--- src/mke_pkg.sv ---
package mke_pkg;

	localparam int WEIGHT_BITS = 32;
	localparam int NUM_CLASSES = 12;
	localparam int IDX_BITS    = 4;
	localparam int NORM_BITS   = 20;
	localparam int SH_BITS     = $clog2(WEIGHT_BITS - NORM_BITS + 1);
	localparam int SUMV_BITS   = NORM_BITS + 4;
	localparam int A_BITS      = NORM_BITS + 5;
	localparam int B_BITS      = 14;
	localparam int DW_BITS     = 2 * (A_BITS - 1) + 4;
	localparam int SQW_BITS    = DW_BITS / 2;
	localparam int SQP_BITS    = 14;
	localparam int MUL_BITS    = SQW_BITS + 1;
	localparam int PROD_BITS   = 2 * MUL_BITS;
	localparam int NUM_BITS    = A_BITS + B_BITS + 3;
	localparam int DEN_BITS    = SQW_BITS + SQP_BITS;
	localparam int Q_BITS      = 17;
	localparam int DIV_BITS    = NUM_BITS + 15;
	localparam int IT_BITS     = 5;
	localparam int CAND_BITS   = 5;
	localparam int NUM_CAND    = 2 * NUM_CLASSES;
	localparam int SQ_ITERS    = DW_BITS / 2;
	localparam int DIV_ITERS   = Q_BITS;

	localparam logic [9:0] PROF_MAJ [NUM_CLASSES] = '{
		10'd635, 10'd223, 10'd348, 10'd233, 10'd438, 10'd409,
		10'd252, 10'd519, 10'd239, 10'd366, 10'd229, 10'd288};
	localparam logic [9:0] PROF_MIN [NUM_CLASSES] = '{
		10'd633, 10'd268, 10'd352, 10'd538, 10'd260, 10'd353,
		10'd254, 10'd475, 10'd398, 10'd269, 10'd334, 10'd317};
	localparam int SUM_MAJ = 4179;
	localparam int SUM_MIN = 4451;

	typedef enum logic [3:0] {
		S_IDLE, S_MAX, S_SHIFT, S_SUM, S_AVAL, S_DWMUL, S_DWACC, S_SQRT,
		S_NUMMUL, S_NUMACC, S_DENMUL, S_DENLD, S_DIV, S_PICK, S_DONE
	} state_t;

	// pitch mod 12 via reciprocal multiply, exact for 0..127
	function automatic logic [IDX_BITS-1:0] pitch_class(input logic [6:0] p);
		logic [12:0] prd;
		logic [3:0]  quo;
		logic [6:0]  rem;
		prd = 13'(p) * 13'd43;
		quo = prd[12:9];
		rem = p - 7'(quo) * 7'd12;
		return rem[IDX_BITS-1:0];
	endfunction

	// centered profile value 12*p - sum for rotation root
	function automatic logic signed [B_BITS-1:0] b_value(input logic minor,
			input logic [IDX_BITS-1:0] root, input logic [IDX_BITS-1:0] i);
		logic [IDX_BITS:0]   jw;
		logic [IDX_BITS-1:0] j;
		logic [9:0]          p;
		logic signed [B_BITS:0] r;
		if (i >= root)
			jw = {1'b0, i} - {1'b0, root};
		else
			jw = {1'b0, i} + (IDX_BITS+1)'(NUM_CLASSES) - {1'b0, root};
		j = jw[IDX_BITS-1:0];
		p = minor ? PROF_MIN[j] : PROF_MAJ[j];
		r = $signed((B_BITS+1)'(p) * (B_BITS+1)'(12))
			- $signed((B_BITS+1)'(minor ? SUM_MIN : SUM_MAJ));
		return r[B_BITS-1:0];
	endfunction

	function automatic logic [SQP_BITS-1:0] sqrt_dp(input logic minor);
		logic [31:0] acc;
		logic [31:0] x;
		logic [31:0] res;
		logic [31:0] bt;
		logic signed [31:0] b;
		acc = 32'd0;
		for (int i = 0; i < NUM_CLASSES; i++) begin
			b = 32'(b_value(minor, 4'd0, 4'(i)));
			acc = acc + 32'(b * b);
		end
		x = acc;
		res = 32'd0;
		for (int k = 15; k >= 0; k--) begin
			bt = 32'd1 << (2 * k);
			if (x >= res + bt) begin
				x = x - (res + bt);
				res = (res >> 1) + bt;
			end else begin
				res = res >> 1;
			end
		end
		return res[SQP_BITS-1:0];
	endfunction

	localparam logic [SQP_BITS-1:0] SQRT_DP_MAJ = sqrt_dp(1'b0);
	localparam logic [SQP_BITS-1:0] SQRT_DP_MIN = sqrt_dp(1'b1);

endpackage

--- src/musical_key_estimator.sv ---
// Note item: busy stays low, a note can be taken every cycle.
// End item with notes: after acceptance come max scan, shift, sum and centering,
// sum of squares, square root and the 24 root and mode candidates, then the
// result is loaded; busy meanwhile.
// End item with no notes: the search is skipped and S_DONE loads a zero result.
// done pulses one cycle with the result; the receiver cannot stall it.
// arst_n clears weights, note flag and sequencer at once.
module musical_key_estimator (
	input  logic        clk,
	input  logic        arst_n,
	input  logic        start,
	output logic        busy,
	input  logic        kind,
	input  logic [6:0]  pitch,
	input  logic [15:0] duration,
	output logic        done,
	output logic [3:0]  root,
	output logic        is_minor,
	output logic        has_notes,
	output logic signed [15:0] score
);
	localparam logic [mke_pkg::IDX_BITS-1:0] LAST_IDX =
		mke_pkg::IDX_BITS'(mke_pkg::NUM_CLASSES - 1);

	mke_pkg::state_t state_q, state_d;

	logic [mke_pkg::WEIGHT_BITS-1:0] w_q [mke_pkg::NUM_CLASSES];
	logic seen_q;
	logic [mke_pkg::IDX_BITS-1:0]  idx_q;
	logic [mke_pkg::IT_BITS-1:0]   it_q;
	logic [mke_pkg::CAND_BITS-1:0] cand_q;
	logic [mke_pkg::WEIGHT_BITS-1:0] mx_q;
	logic [mke_pkg::SH_BITS-1:0]   sh_q;
	logic [mke_pkg::SUMV_BITS-1:0] sumv_q;
	logic signed [mke_pkg::A_BITS-1:0] a_q [mke_pkg::NUM_CLASSES];
	logic signed [mke_pkg::PROD_BITS-1:0] prod_s1;
	logic [mke_pkg::DW_BITS-1:0] dw_q, sqx_q, sqres_q, sqbit_q;
	logic signed [mke_pkg::NUM_BITS-1:0] num_q;
	logic [mke_pkg::DIV_BITS-1:0] rem_q, dsr_q;
	logic [mke_pkg::Q_BITS-1:0]   quo_q;
	logic signed [15:0] best_q;
	logic [3:0] best_root_q;
	logic best_minor_q;
	logic done_q;
	logic [3:0] root_q;
	logic is_minor_q, has_notes_q;
	logic signed [15:0] score_q;

	logic accept;
	logic [mke_pkg::IDX_BITS-1:0] pc;
	logic [mke_pkg::WEIGHT_BITS:0] wsum;
	logic [mke_pkg::WEIGHT_BITS-1:0] wshift;
	logic [mke_pkg::NORM_BITS-1:0] vcur;
	logic signed [mke_pkg::A_BITS-1:0] v_ext, a_new;
	logic signed [mke_pkg::MUL_BITS-1:0] mul_x, mul_y;
	logic signed [mke_pkg::PROD_BITS-1:0] prod;
	logic [mke_pkg::DW_BITS-1:0] dw_next, sq_try;
	logic signed [mke_pkg::NUM_BITS-1:0] num_mag;
	logic [3:0] cand_root;
	logic cand_minor;
	logic signed [mke_pkg::B_BITS-1:0] bval;
	logic signed [15:0] score_c;

	assign accept     = start && !busy;
	assign pc         = mke_pkg::pitch_class(pitch);
	assign wsum       = {1'b0, w_q[pc]} + (mke_pkg::WEIGHT_BITS+1)'(duration);
	assign wshift     = w_q[idx_q] >> sh_q;
	assign vcur       = wshift[mke_pkg::NORM_BITS-1:0];
	assign v_ext      = $signed(mke_pkg::A_BITS'(vcur));
	assign a_new      = (v_ext <<< 3) + (v_ext <<< 2) - $signed(mke_pkg::A_BITS'(sumv_q));
	assign cand_root  = cand_q[mke_pkg::CAND_BITS-1:1];
	assign cand_minor = cand_q[0];
	assign bval       = mke_pkg::b_value(cand_minor, cand_root, idx_q);
	assign prod       = mul_x * mul_y;
	assign dw_next    = dw_q + prod_s1[mke_pkg::DW_BITS-1:0];
	assign sq_try     = sqres_q + sqbit_q;
	assign num_mag    = (num_q < 0) ? -num_q : num_q;

	always_comb begin
		if (dw_q == '0)
			score_c = 16'sd0;
		else if (num_q < 0)
			score_c = (quo_q > 17'd32768) ? -16'sd32768 : 16'(-$signed({1'b0, quo_q}));
		else
			score_c = (quo_q > 17'd32767) ? 16'sd32767 : $signed(quo_q[15:0]);
	end

	// next state
	always_comb begin
		state_d = state_q;
		case (state_q)
			mke_pkg::S_IDLE:   if (accept && kind) state_d = seen_q ? mke_pkg::S_MAX
				: mke_pkg::S_DONE;
			mke_pkg::S_MAX:    if (idx_q == LAST_IDX) state_d = mke_pkg::S_SHIFT;
			mke_pkg::S_SHIFT:  if (mx_q[mke_pkg::WEIGHT_BITS-1:mke_pkg::NORM_BITS] == '0)
				state_d = mke_pkg::S_SUM;
			mke_pkg::S_SUM:    if (idx_q == LAST_IDX) state_d = mke_pkg::S_AVAL;
			mke_pkg::S_AVAL:   if (idx_q == LAST_IDX) state_d = mke_pkg::S_DWMUL;
			mke_pkg::S_DWMUL:  state_d = mke_pkg::S_DWACC;
			mke_pkg::S_DWACC:  state_d = (idx_q == LAST_IDX) ? mke_pkg::S_SQRT
				: mke_pkg::S_DWMUL;
			mke_pkg::S_SQRT:   if (it_q == mke_pkg::IT_BITS'(mke_pkg::SQ_ITERS - 1))
				state_d = mke_pkg::S_NUMMUL;
			mke_pkg::S_NUMMUL: state_d = mke_pkg::S_NUMACC;
			mke_pkg::S_NUMACC: state_d = (idx_q == LAST_IDX) ? mke_pkg::S_DENMUL
				: mke_pkg::S_NUMMUL;
			mke_pkg::S_DENMUL: state_d = mke_pkg::S_DENLD;
			mke_pkg::S_DENLD:  state_d = mke_pkg::S_DIV;
			mke_pkg::S_DIV:    if (it_q == mke_pkg::IT_BITS'(mke_pkg::DIV_ITERS - 1))
				state_d = mke_pkg::S_PICK;
			mke_pkg::S_PICK:   state_d = (cand_q == mke_pkg::CAND_BITS'(mke_pkg::NUM_CAND - 1))
				? mke_pkg::S_DONE : mke_pkg::S_NUMMUL;
			mke_pkg::S_DONE:   state_d = mke_pkg::S_IDLE;
			default:           state_d = mke_pkg::S_IDLE;
		endcase
	end

	// outputs: busy and multiplier operand select
	always_comb begin
		busy  = (state_q != mke_pkg::S_IDLE);
		mul_x = '0;
		mul_y = '0;
		case (state_q)
			mke_pkg::S_DWMUL: begin
				mul_x = mke_pkg::MUL_BITS'(a_q[idx_q]);
				mul_y = mke_pkg::MUL_BITS'(a_q[idx_q]);
			end
			mke_pkg::S_NUMMUL: begin
				mul_x = mke_pkg::MUL_BITS'(a_q[idx_q]);
				mul_y = mke_pkg::MUL_BITS'(bval);
			end
			mke_pkg::S_DENMUL: begin
				mul_x = $signed(mke_pkg::MUL_BITS'(sqres_q[mke_pkg::SQW_BITS-1:0]));
				mul_y = $signed(mke_pkg::MUL_BITS'(cand_minor ? mke_pkg::SQRT_DP_MIN
					: mke_pkg::SQRT_DP_MAJ));
			end
			default: begin
				mul_x = '0;
				mul_y = '0;
			end
		endcase
	end

	always_ff @(posedge clk or negedge arst_n) begin
		if (!arst_n) begin
			state_q <= mke_pkg::S_IDLE;
			for (int i = 0; i < mke_pkg::NUM_CLASSES; i++) w_q[i] <= '0;
			seen_q  <= 1'b0;
			done_q  <= 1'b0;
			idx_q   <= '0;
			it_q    <= '0;
			cand_q  <= '0;
		end else begin
			state_q <= state_d;
			done_q  <= 1'b0;
			case (state_q)
				mke_pkg::S_IDLE: begin
					idx_q  <= '0;
					mx_q   <= '0;
					sh_q   <= '0;
					sumv_q <= '0;
					if (accept && !kind) begin
						w_q[pc] <= wsum[mke_pkg::WEIGHT_BITS] ? '1
							: wsum[mke_pkg::WEIGHT_BITS-1:0];
						seen_q  <= 1'b1;
					end
				end
				mke_pkg::S_MAX: begin
					if (w_q[idx_q] > mx_q) mx_q <= w_q[idx_q];
					idx_q <= (idx_q == LAST_IDX) ? '0 : idx_q + 1'b1;
				end
				mke_pkg::S_SHIFT: begin
					if (mx_q[mke_pkg::WEIGHT_BITS-1:mke_pkg::NORM_BITS] != '0) begin
						mx_q <= mx_q >> 1;
						sh_q <= sh_q + 1'b1;
					end
				end
				mke_pkg::S_SUM: begin
					sumv_q <= sumv_q + mke_pkg::SUMV_BITS'(vcur);
					idx_q  <= (idx_q == LAST_IDX) ? '0 : idx_q + 1'b1;
				end
				mke_pkg::S_AVAL: begin
					a_q[idx_q] <= a_new;
					idx_q <= (idx_q == LAST_IDX) ? '0 : idx_q + 1'b1;
					dw_q  <= '0;
				end
				mke_pkg::S_DWMUL:  prod_s1 <= prod;
				mke_pkg::S_DWACC: begin
					dw_q  <= dw_next;
					idx_q <= (idx_q == LAST_IDX) ? '0 : idx_q + 1'b1;
					sqx_q   <= dw_next;
					sqres_q <= '0;
					sqbit_q <= mke_pkg::DW_BITS'(1) << (mke_pkg::DW_BITS - 2);
					it_q    <= '0;
				end
				mke_pkg::S_SQRT: begin
					if (sqx_q >= sq_try) begin
						sqx_q   <= sqx_q - sq_try;
						sqres_q <= (sqres_q >> 1) + sqbit_q;
					end else begin
						sqres_q <= sqres_q >> 1;
					end
					sqbit_q <= sqbit_q >> 2;
					it_q    <= it_q + 1'b1;
					cand_q  <= '0;
					num_q   <= '0;
				end
				mke_pkg::S_NUMMUL: prod_s1 <= prod;
				mke_pkg::S_NUMACC: begin
					num_q <= num_q + $signed(prod_s1[mke_pkg::NUM_BITS-1:0]);
					idx_q <= (idx_q == LAST_IDX) ? '0 : idx_q + 1'b1;
				end
				mke_pkg::S_DENMUL: prod_s1 <= prod;
				mke_pkg::S_DENLD: begin
					rem_q <= {num_mag, 15'd0};
					dsr_q <= mke_pkg::DIV_BITS'(prod_s1[mke_pkg::DEN_BITS-1:0]) << 16;
					quo_q <= '0;
					it_q  <= '0;
				end
				mke_pkg::S_DIV: begin
					if (rem_q >= dsr_q) begin
						rem_q <= rem_q - dsr_q;
						quo_q <= {quo_q[mke_pkg::Q_BITS-2:0], 1'b1};
					end else begin
						quo_q <= {quo_q[mke_pkg::Q_BITS-2:0], 1'b0};
					end
					dsr_q <= dsr_q >> 1;
					it_q  <= it_q + 1'b1;
				end
				mke_pkg::S_PICK: begin
					// first candidate always taken; later ones only if strictly better
					if (cand_q == '0 || score_c > best_q) begin
						best_q       <= score_c;
						best_root_q  <= cand_root;
						best_minor_q <= cand_minor;
					end
					cand_q <= cand_q + 1'b1;
					num_q  <= '0;
				end
				mke_pkg::S_DONE: begin
					done_q      <= 1'b1;
					has_notes_q <= seen_q;
					root_q      <= seen_q ? best_root_q : 4'd0;
					is_minor_q  <= seen_q ? best_minor_q : 1'b0;
					score_q     <= seen_q ? best_q : 16'sd0;
					for (int i = 0; i < mke_pkg::NUM_CLASSES; i++) w_q[i] <= '0;
					seen_q <= 1'b0;
				end
				default: ;
			endcase
		end
	end

	assign done      = done_q;
	assign root      = root_q;
	assign is_minor  = is_minor_q;
	assign has_notes = has_notes_q;
	assign score     = score_q;

	a_end_busy: assert property (@(posedge clk) disable iff (!arst_n)
		start && !busy && kind |=> busy)
		else $error("end item did not start the key search");
	a_done_idle: assert property (@(posedge clk) disable iff (!arst_n)
		done |-> !busy)
		else $error("result shown while still busy");
	a_root_range: assert property (@(posedge clk) disable iff (!arst_n)
		done |-> root < 4'd12)
		else $error("root out of range");
	a_empty_zero: assert property (@(posedge clk) disable iff (!arst_n)
		done && !has_notes |-> root == 4'd0 && !is_minor && score == 16'sd0)
		else $error("empty result not zero");
	a_weights_clear: assert property (@(posedge clk) disable iff (!arst_n)
		done |-> !seen_q)
		else $error("note flag not cleared after result");

endmodule

--- config.mk ---
export PLATFORM = sky130hd
export DESIGN_NAME = musical_key_estimator
export DESIGN_NICKNAME = d
export VERILOG_FILES = /design/src/mke_pkg.sv /design/src/musical_key_estimator.sv
export SDC_FILE = /design/constraint.sdc
export NUM_CORES = 2
export LEC_CHECK = 0
export BUFFER_PORTS_ARGS = -buffer_cell sky130_fd_sc_hd__clkbuf_2
export CAP_MARGIN = 10
export CORE_UTILIZATION = 50
export DETAILED_ROUTE_END_ITERATION = 16
export PLACE_DENSITY = 0.65
export SETUP_SLACK_MARGIN = 0.4
export SYNTH_ARGS = -nofsm -noshare
export SYNTH_HDL_FRONTEND = slang
export SYNTH_SLANG_ARGS = --single-unit
export TNS_END_PERCENT = 30
--- constraint.sdc ---
create_clock -name clk -period 24.4 [get_ports clk]
set_clock_uncertainty 0.1 [all_clocks]
set_input_delay 4.88 -clock clk [delete_from_list [all_inputs] [get_ports clk]]
set_output_delay 4.88 -clock clk [all_outputs]
set_load 0.01 [all_outputs]
=== Word level (Yosys, flattened, before mapping) ===
Memory sizes are Yosys's and may differ from the RTL's.
Index checks and enable logic that the tools add are counted.

* Memory bits (read-only): 320
* RAM bits: 300
* Memories: 3
* Logic and storage cells: 222
* Bits of input ports: 27
* Output and inout port bits: 24
* Bits in registers: 940

{| class="wikitable"
|+ Memory list
! name !! depth !! width !! read ports !! clocked after Yosys merged registers in !! wr ports !! RTL line !! RTL
|-
| a_q || 12 || 25 || 1 || 0 || 1 || musical_key_estimator.sv:35 || <nowiki>logic signed [mke_pkg::A_BITS-1:0] a_q [mke_pkg::NUM_CLASSES];</nowiki>
|-
| (no name shown) || 16 || 10 || 1 || 0 || 0 || mke_pkg.sv:63 || <nowiki>p = minor ? PROF_MIN[j] : PROF_MAJ[j];</nowiki>
|-
| (no name shown) || 16 || 10 || 1 || 0 || 0 || mke_pkg.sv:63 ||
|}

* Muxes and demuxes: 66
* Add/subtract/negate cells: 21
* Order comparisons: 12
* $mul: 4
* Shift-type cells: 1
* Reductions and logical operators: 45
* Bitwise operators: 3
* Eq/ne operators: 30

{| class="wikitable"
|+ Operators with widths
! kind !! number
|-
| 384-bit one-hot mux with 2 select lines || 1
|-
| 52-bit one-hot mux with 2 select lines || 4
|-
| 384-bit bitwise mux || 1
|-
| 384-bit two-way mux || 1
|-
| 32-bit binary-select mux with 4-bit select || 2
|-
| 32-bit two-way mux || 8
|-
| 57-bit one-hot mux with 2 select lines || 2
|-
| 32-bit demux with 4-bit select || 1
|-
| 52-bit adder || 2
|-
| 52-bit two-way mux || 2
|-
| 32-bit one-hot mux with 3 select lines || 1
|-
| 42-bit one-hot mux with 2 select lines || 1
|-
| 27-bit one-hot mux with 3 select lines || 1
|-
| 16-bit two-way mux || 4
|-
| 57-bit greater-or-equal comparator || 1
|-
| 57-bit two-way mux || 1
|-
| 57-bit subtractor || 1
|-
| 4-bit one-hot mux with 14 select lines || 1
|-
| 27-bit one-hot mux with 2 select lines || 1
|-
| 51-bit by 52-bit adder with 52-bit output || 1
|-
| 52-bit greater-or-equal comparator || 1
|-
| 52-bit zero test || 1
|-
| 27-bit by 27-bit multiplier with 52-bit output || 1
|-
| 52-bit subtractor || 1
|-
| 61 further kinds || 141
|}

=== Depth between registers and ports, before layout ===
* Depth after elaboration: 12
* Depth in mapped cells: 62
* Depth with buffers taken out: 55

=== Least setup slack after synthesis ===
OpenSTA, ideal clock, no wires.

* Path kind: register -> register
* Start point: reg idx_q[0] in the netlist's numbering
* End point: reg prod_s1[51] in the netlist's numbering, data pin
* Clock period less this slack: 14.618 ns
* Slack: 9.782 ns
* Path buffers: 7
* Setup time: 0.264 ns
* Cell stages (with the launch flop): 61
* Data required time: 24.036 ns
* Data arrival time: 14.254 ns
* Path through: dfrtp_1 > clkbuf_1 > buf_2 > buf_2 > buf_2 > buf_1 > buf_2 > inv_1 > ha_1 > inv_1 > ha_1 > inv_1 > fa_1 > xor2_1 > or2_2 > a21o_1 > nand2_1 > nor2_1 > [... 25 more ...] > fa_1 > fa_1 > inv_1 > fa_1 > inv_1 > ha_1 > a21oi_1 > nor2b_1 > a311o_1 > a21o_1 > o31a_1 > or4_1 > a311oi_1 > o211ai_1 > a221oi_1 > nand3b_1 > a31oi_1 > xor2_1

* Word-level cells in the longest chain between the ends: 12
* Elaborated cells on any way between the ends: 19
* Those cells by class: add/sub (4); mul (2); order compare (1); mux (8); bitwise (1); memory (3)

{| class="wikitable"
|+ RTL lines
! what !! RTL line !! RTL
|-
| start: declaration || musical_key_estimator.sv:29 || <nowiki>logic [mke_pkg::IDX_BITS-1:0] idx_q;</nowiki>
|-
| start signal: assignment || musical_key_estimator.sv:170 || <nowiki>idx_q <= (idx_q == LAST_IDX) ? '0 : idx_q + 1'b1;</nowiki>
|-
| start signal: assignment || musical_key_estimator.sv:180 || <nowiki>idx_q <= (idx_q == LAST_IDX) ? '0 : idx_q + 1'b1;</nowiki>
|-
| start signal: assignment || musical_key_estimator.sv:184 || <nowiki>idx_q <= (idx_q == LAST_IDX) ? '0 : idx_q + 1'b1;</nowiki>
|-
| 4-bit adder || mke_pkg.sv:61 || <nowiki>jw = {1'b0, i} + (IDX_BITS+1)'(NUM_CLASSES) - {1'b0, root};</nowiki>
|-
| 4-bit subtractor || mke_pkg.sv:61 ||
|-
| 4-bit two-way mux || mke_pkg.sv:58 || <nowiki>if (i >= root)</nowiki>
|-
| 4-bit inverter with 5-bit output (implied by the code) || mke_pkg.sv:63 ||
|-
| memory read 16 x 10 bit || n/a ||
|-
| 10-bit two-way mux (implied by the code) (2 in series) || mke_pkg.sv:63 ||
|-
| 10-bit two-way mux || mke_pkg.sv:63 ||
|-
| 10-bit by 2-bit multiplier with 12-bit output || mke_pkg.sv:64 || <nowiki>r = $signed((B_BITS+1)'(p) * (B_BITS+1)'(12))</nowiki>
|-
| 14-bit by 13-bit subtractor with 14-bit output || mke_pkg.sv:65 || <nowiki>- $signed((B_BITS+1)'(minor ? SUM_MIN : SUM_MAJ));</nowiki>
|-
| 27-bit one-hot mux with 3 select lines || musical_key_estimator.sv:123 || <nowiki>case (state_q)</nowiki>
|-
| 27-bit by 27-bit multiplier with 52-bit output * || musical_key_estimator.sv:74 || <nowiki>assign prod = mul_x * mul_y;</nowiki>
|-
| via prod (one bit) || musical_key_estimator.sv:56 || <nowiki>logic signed [mke_pkg::PROD_BITS-1:0] prod;</nowiki>
|-
| end signal: assignment || musical_key_estimator.sv:187 || <nowiki>mke_pkg::S_DWMUL: prod_s1 <= prod;</nowiki>
|-
| end signal: assignment || musical_key_estimator.sv:208 || <nowiki>mke_pkg::S_NUMMUL: prod_s1 <= prod;</nowiki>
|-
| end signal: assignment || musical_key_estimator.sv:213 || <nowiki>mke_pkg::S_DENMUL: prod_s1 <= prod;</nowiki>
|-
| end: declaration || musical_key_estimator.sv:36 || <nowiki>logic signed [mke_pkg::PROD_BITS-1:0] prod_s1;</nowiki>
|}

Mark *: on every way through the listed nets, which the timed path passes. The rest lies on a longest branch. The select of a mux whose other input is x is not followed.
A chain may end at the register's enable or synchronous reset.

=== Worst setup path in the final report ===
* Start point: reg idx_q[2] in the netlist's numbering
* End point: reg prod_s1[51] in the netlist's numbering, data pin

Same word-level chain as after synthesis.

==> impl_metrics.yaml <==
run_status:
  status: "completed"
pwr:
  switching_share: 0.468
  power_frac_seq: 0.252
  internal_power_mw: 6.52
  p_leak_nw: 46.4
  switchingPower_mw: 5.73
  ir_worst_vdd_uv: 243
  p_clk_frac: 0.174
  finalPower_mw: 12.3
  power_frac_comb: 0.574
  power.density_nw_per_um2: 113
cells_and_area:
  nets: 11200
  syn_to_final_growth_pct: 7.83
  insertedDiodeCount: 0
  drive_above_1_share: 0.0855
drt:
  vias: 74900
  dr_wl_met2_um: 132000
  postRouteAntennaNets: 0
  dr_wl_met3_um: 17800
  drc: 0
  wl_met1_um: 116000
  top_layer: "met5"
  routed_wl_um: 278000
  dr.pass1.iters: 6
  wl_per_cell_um: 22.1
  via_per_inst: 5.96
  drt_iter0_drc: 6503
clock_network:
  cts_tree: "yes"
  ctsResizeCount: 0
  path_clk_slew_ps: 60
  ctsLongestPathBuffers: 3
  clockRootBuffer: "clkbuf_16"
  htree_num_levels: 4
  cts_hold_buf: 0
  insertion_delay_ps: 830
  postCtsSetupBuffers: 0
  numCtsBuffers: 141
  clkSinkCount: 1213
synthesis:
  syn-num-nets: 11400
  yosysTopAreaCell: "edfxtp_1"
  ys_ff_latch: 1213
  yosys_warnings: 0
  async_flop_share: 0.333
  ys_seq_area_frac: 0.343
  synthTopCellsByArea: "edfxtp_1 (24%), fa_1 (15%), dfrtp_1 (10%)"
  yosys.area.top_type_share: 0.242
  netlist_instances: 9968
  ys_types: 95
  avgSynthCellArea_um2: 10.1
  synth_common_cells: "inv_1 (1,168), nand2_1 (1,062), edfxtp_1 (809)"
  synth-main-ff-cell: "edfxtp_1"
  synth.cell_area_um2: 100000
  synth_edf_count: 809
  yosysMostFrequentCell: "inv_1"
setup_path:
  cpMostUsedCell: "fa_1"
  critPathTopFamily: "compound AO/OA/AOI/OAI gates"
  crit_required_ps: 24820
  critPathBufInv: 8
  slowest_delay_ps: 930
  worstSetupEndpointType: "flop"
  crit_type: "reg -> reg"
  path_max_fanout: 31
  startpoint_type: "flop"
  crit_arrival_ps: 16820
  slowest_stage: "o21a_1"
die:
  initial_core_util: 0.505
  dieArea_um2: 202000
  design.core.area_um2: 198000
  io_pins: 51
  row_count: 163
  die_w_um: 450
  die_y_um: 450
timing:
  fin_ws_ps: 8000
  drv_slew: 0
  max_freq_mhz: 61.0
  hold_viol: 0
  rsz0062_at_grt: "no"
  period_needed_ps: 16400
  relSlewSlack: 0.155
  period_share: 0.672
  worstMarginPinSlew_ps: 1260
  finalSetupViolations: 0
  fin_tns_setup_ps: 0
place:
  place_hpwl_um: 200000
  post-place-ws_ps: 8180
  portBuffers: 50
  gp_congestion: 0.922
job:
  maxCapViolCount: 0
global_routing:
  grt_max_degree: 167
  overflow: 0
  grt_pass1_vias: 75800
  antenna_found_initial: 2
  grt_first_pass_wirelength_um: 436000
  grtUsageTotal: 0.275
min_path:
  hold_class: "reg -> reg"
## worst paths after layout
kind	start	endpoint	slack (ps)	cells past startpoint
max	idx_q[2]$_DFFE_PN0P_	prod_s1[51]$_DFFE_PP_	8000	50
min	w_q[49]$_DFFE_PN0P_	w_q[49]$_DFFE_PN0P_	420	2
max reg2reg	idx_q[2]$_DFFE_PN0P_	prod_s1[51]$_DFFE_PP_	8000	50
min reg2reg	w_q[49]$_DFFE_PN0P_	w_q[49]$_DFFE_PN0P_	420	2
max in group asynchronous	arst_n	w_q[24]$_DFFE_PN0P_	18380	3
min in group asynchronous	arst_n	w_q[178]$_DFFE_PN0P_	3940	1
## kinds of logic (layout without fill, tap and decap cells)
| family | count (synthesis) | count (layout) | synth area share |
|---|---|---|---|
| adder cells (fa/ha/maj) | 1360 | 1360 | 0.228 |
| flip-flops | 1213 | 1213 | 0.343 |
| multiplexers | 386 | 386 | 0.0729 |
| AO/OA/AOI/OAI | 1951 | 1951 | 0.116 |
| XOR/XNOR | 476 | 476 | 0.0417 |
| AND/OR/NAND/NOR | 2905 | 2905 | 0.134 |
| buffers and inverters | 1677 | 1632 | 0.0637 |
## through the flow
step	util	std cells	instance area, um^2	hold WS [ps]
after floorplan	-	9968	100000	363
after global placement	0.521	12300	103000	394
after detailed placement	0.521	12300	103000	413
after CTS	0.545	12600	108000	425
after global routing	0.545	12600	108000	450
final	0.545	12600	108000	422
## worst min-delay path, cell delays in order, from the launching register on
cell	delay, ps
dfrtp_1	350
nand3_1	70
o21ai_1	60
## per-layer routing
metal  vias up  GRT usage
li1      34100          -
met1     37600      0.367
met2      2639      0.454
met3       563     0.0383
met4         4      0.108
met5         -          0
## cell type report
| class | instances | area (um^2) |
|---|---|---|
| clock inverter | 68 | 756 |
| tap | 2640 | 3300 |
| sequential | 1213 | 34400 |
| multi-input combinational | 7078 | 59800 |
| timing repair buffer | 206 | 1470 |
| fill | 17400 | 90200 |
| clock buffer | 188 | 3890 |
| inverter | 1170 | 4390 |
## cell usage in the layout, fill, tap and decap left out, drive strengths merged, types with 278 or more instances in the layout
cell type  Yosys  routed
nand3        491     491
xnor2        278     278
o21ai        839     839
dfrtp        404     404
nor2         612     612
inv         1168    1179
a21oi        433     433
ha           585     585
edfxtp       809     809
nand2       1063    1063
fa           775     775
## sequential cells by signal (all words and copies together) (netlist names), 5 cells and up
| register | flops |
|---|---|
| quo_q | 17 |
| sqres_q | 52 |
| sumv_q | 24 |
| cand_q | 5 |
| best_q | 16 |
| prod_s1 | 52 |
| a_q | 300 |
| w_q | 384 |
| it_q | 5 |
| dw_q | 52 |
| score | 16 |
| rem_q | 57 |
| num_q | 42 |
| sqx_q | 52 |
| dsr_q | 56 |
| mx_q | 32 |
| sqbit_q | 26 |
## power groups by stage
stage / registers, mW / clock network, mW / logic [mW]
after floorplan: 2.94 / 0 / 4.95
after global placement: 3.11 / 0 / 6.83
after detailed placement: 3.12 / 0 / 6.95
after CTS: 3.08 / 2.17 / 7.00
after global routing: 3.11 / 2.24 / 7.73
final: 3.08 / 2.14 / 7.03
(Power assumes the default switching activity.)
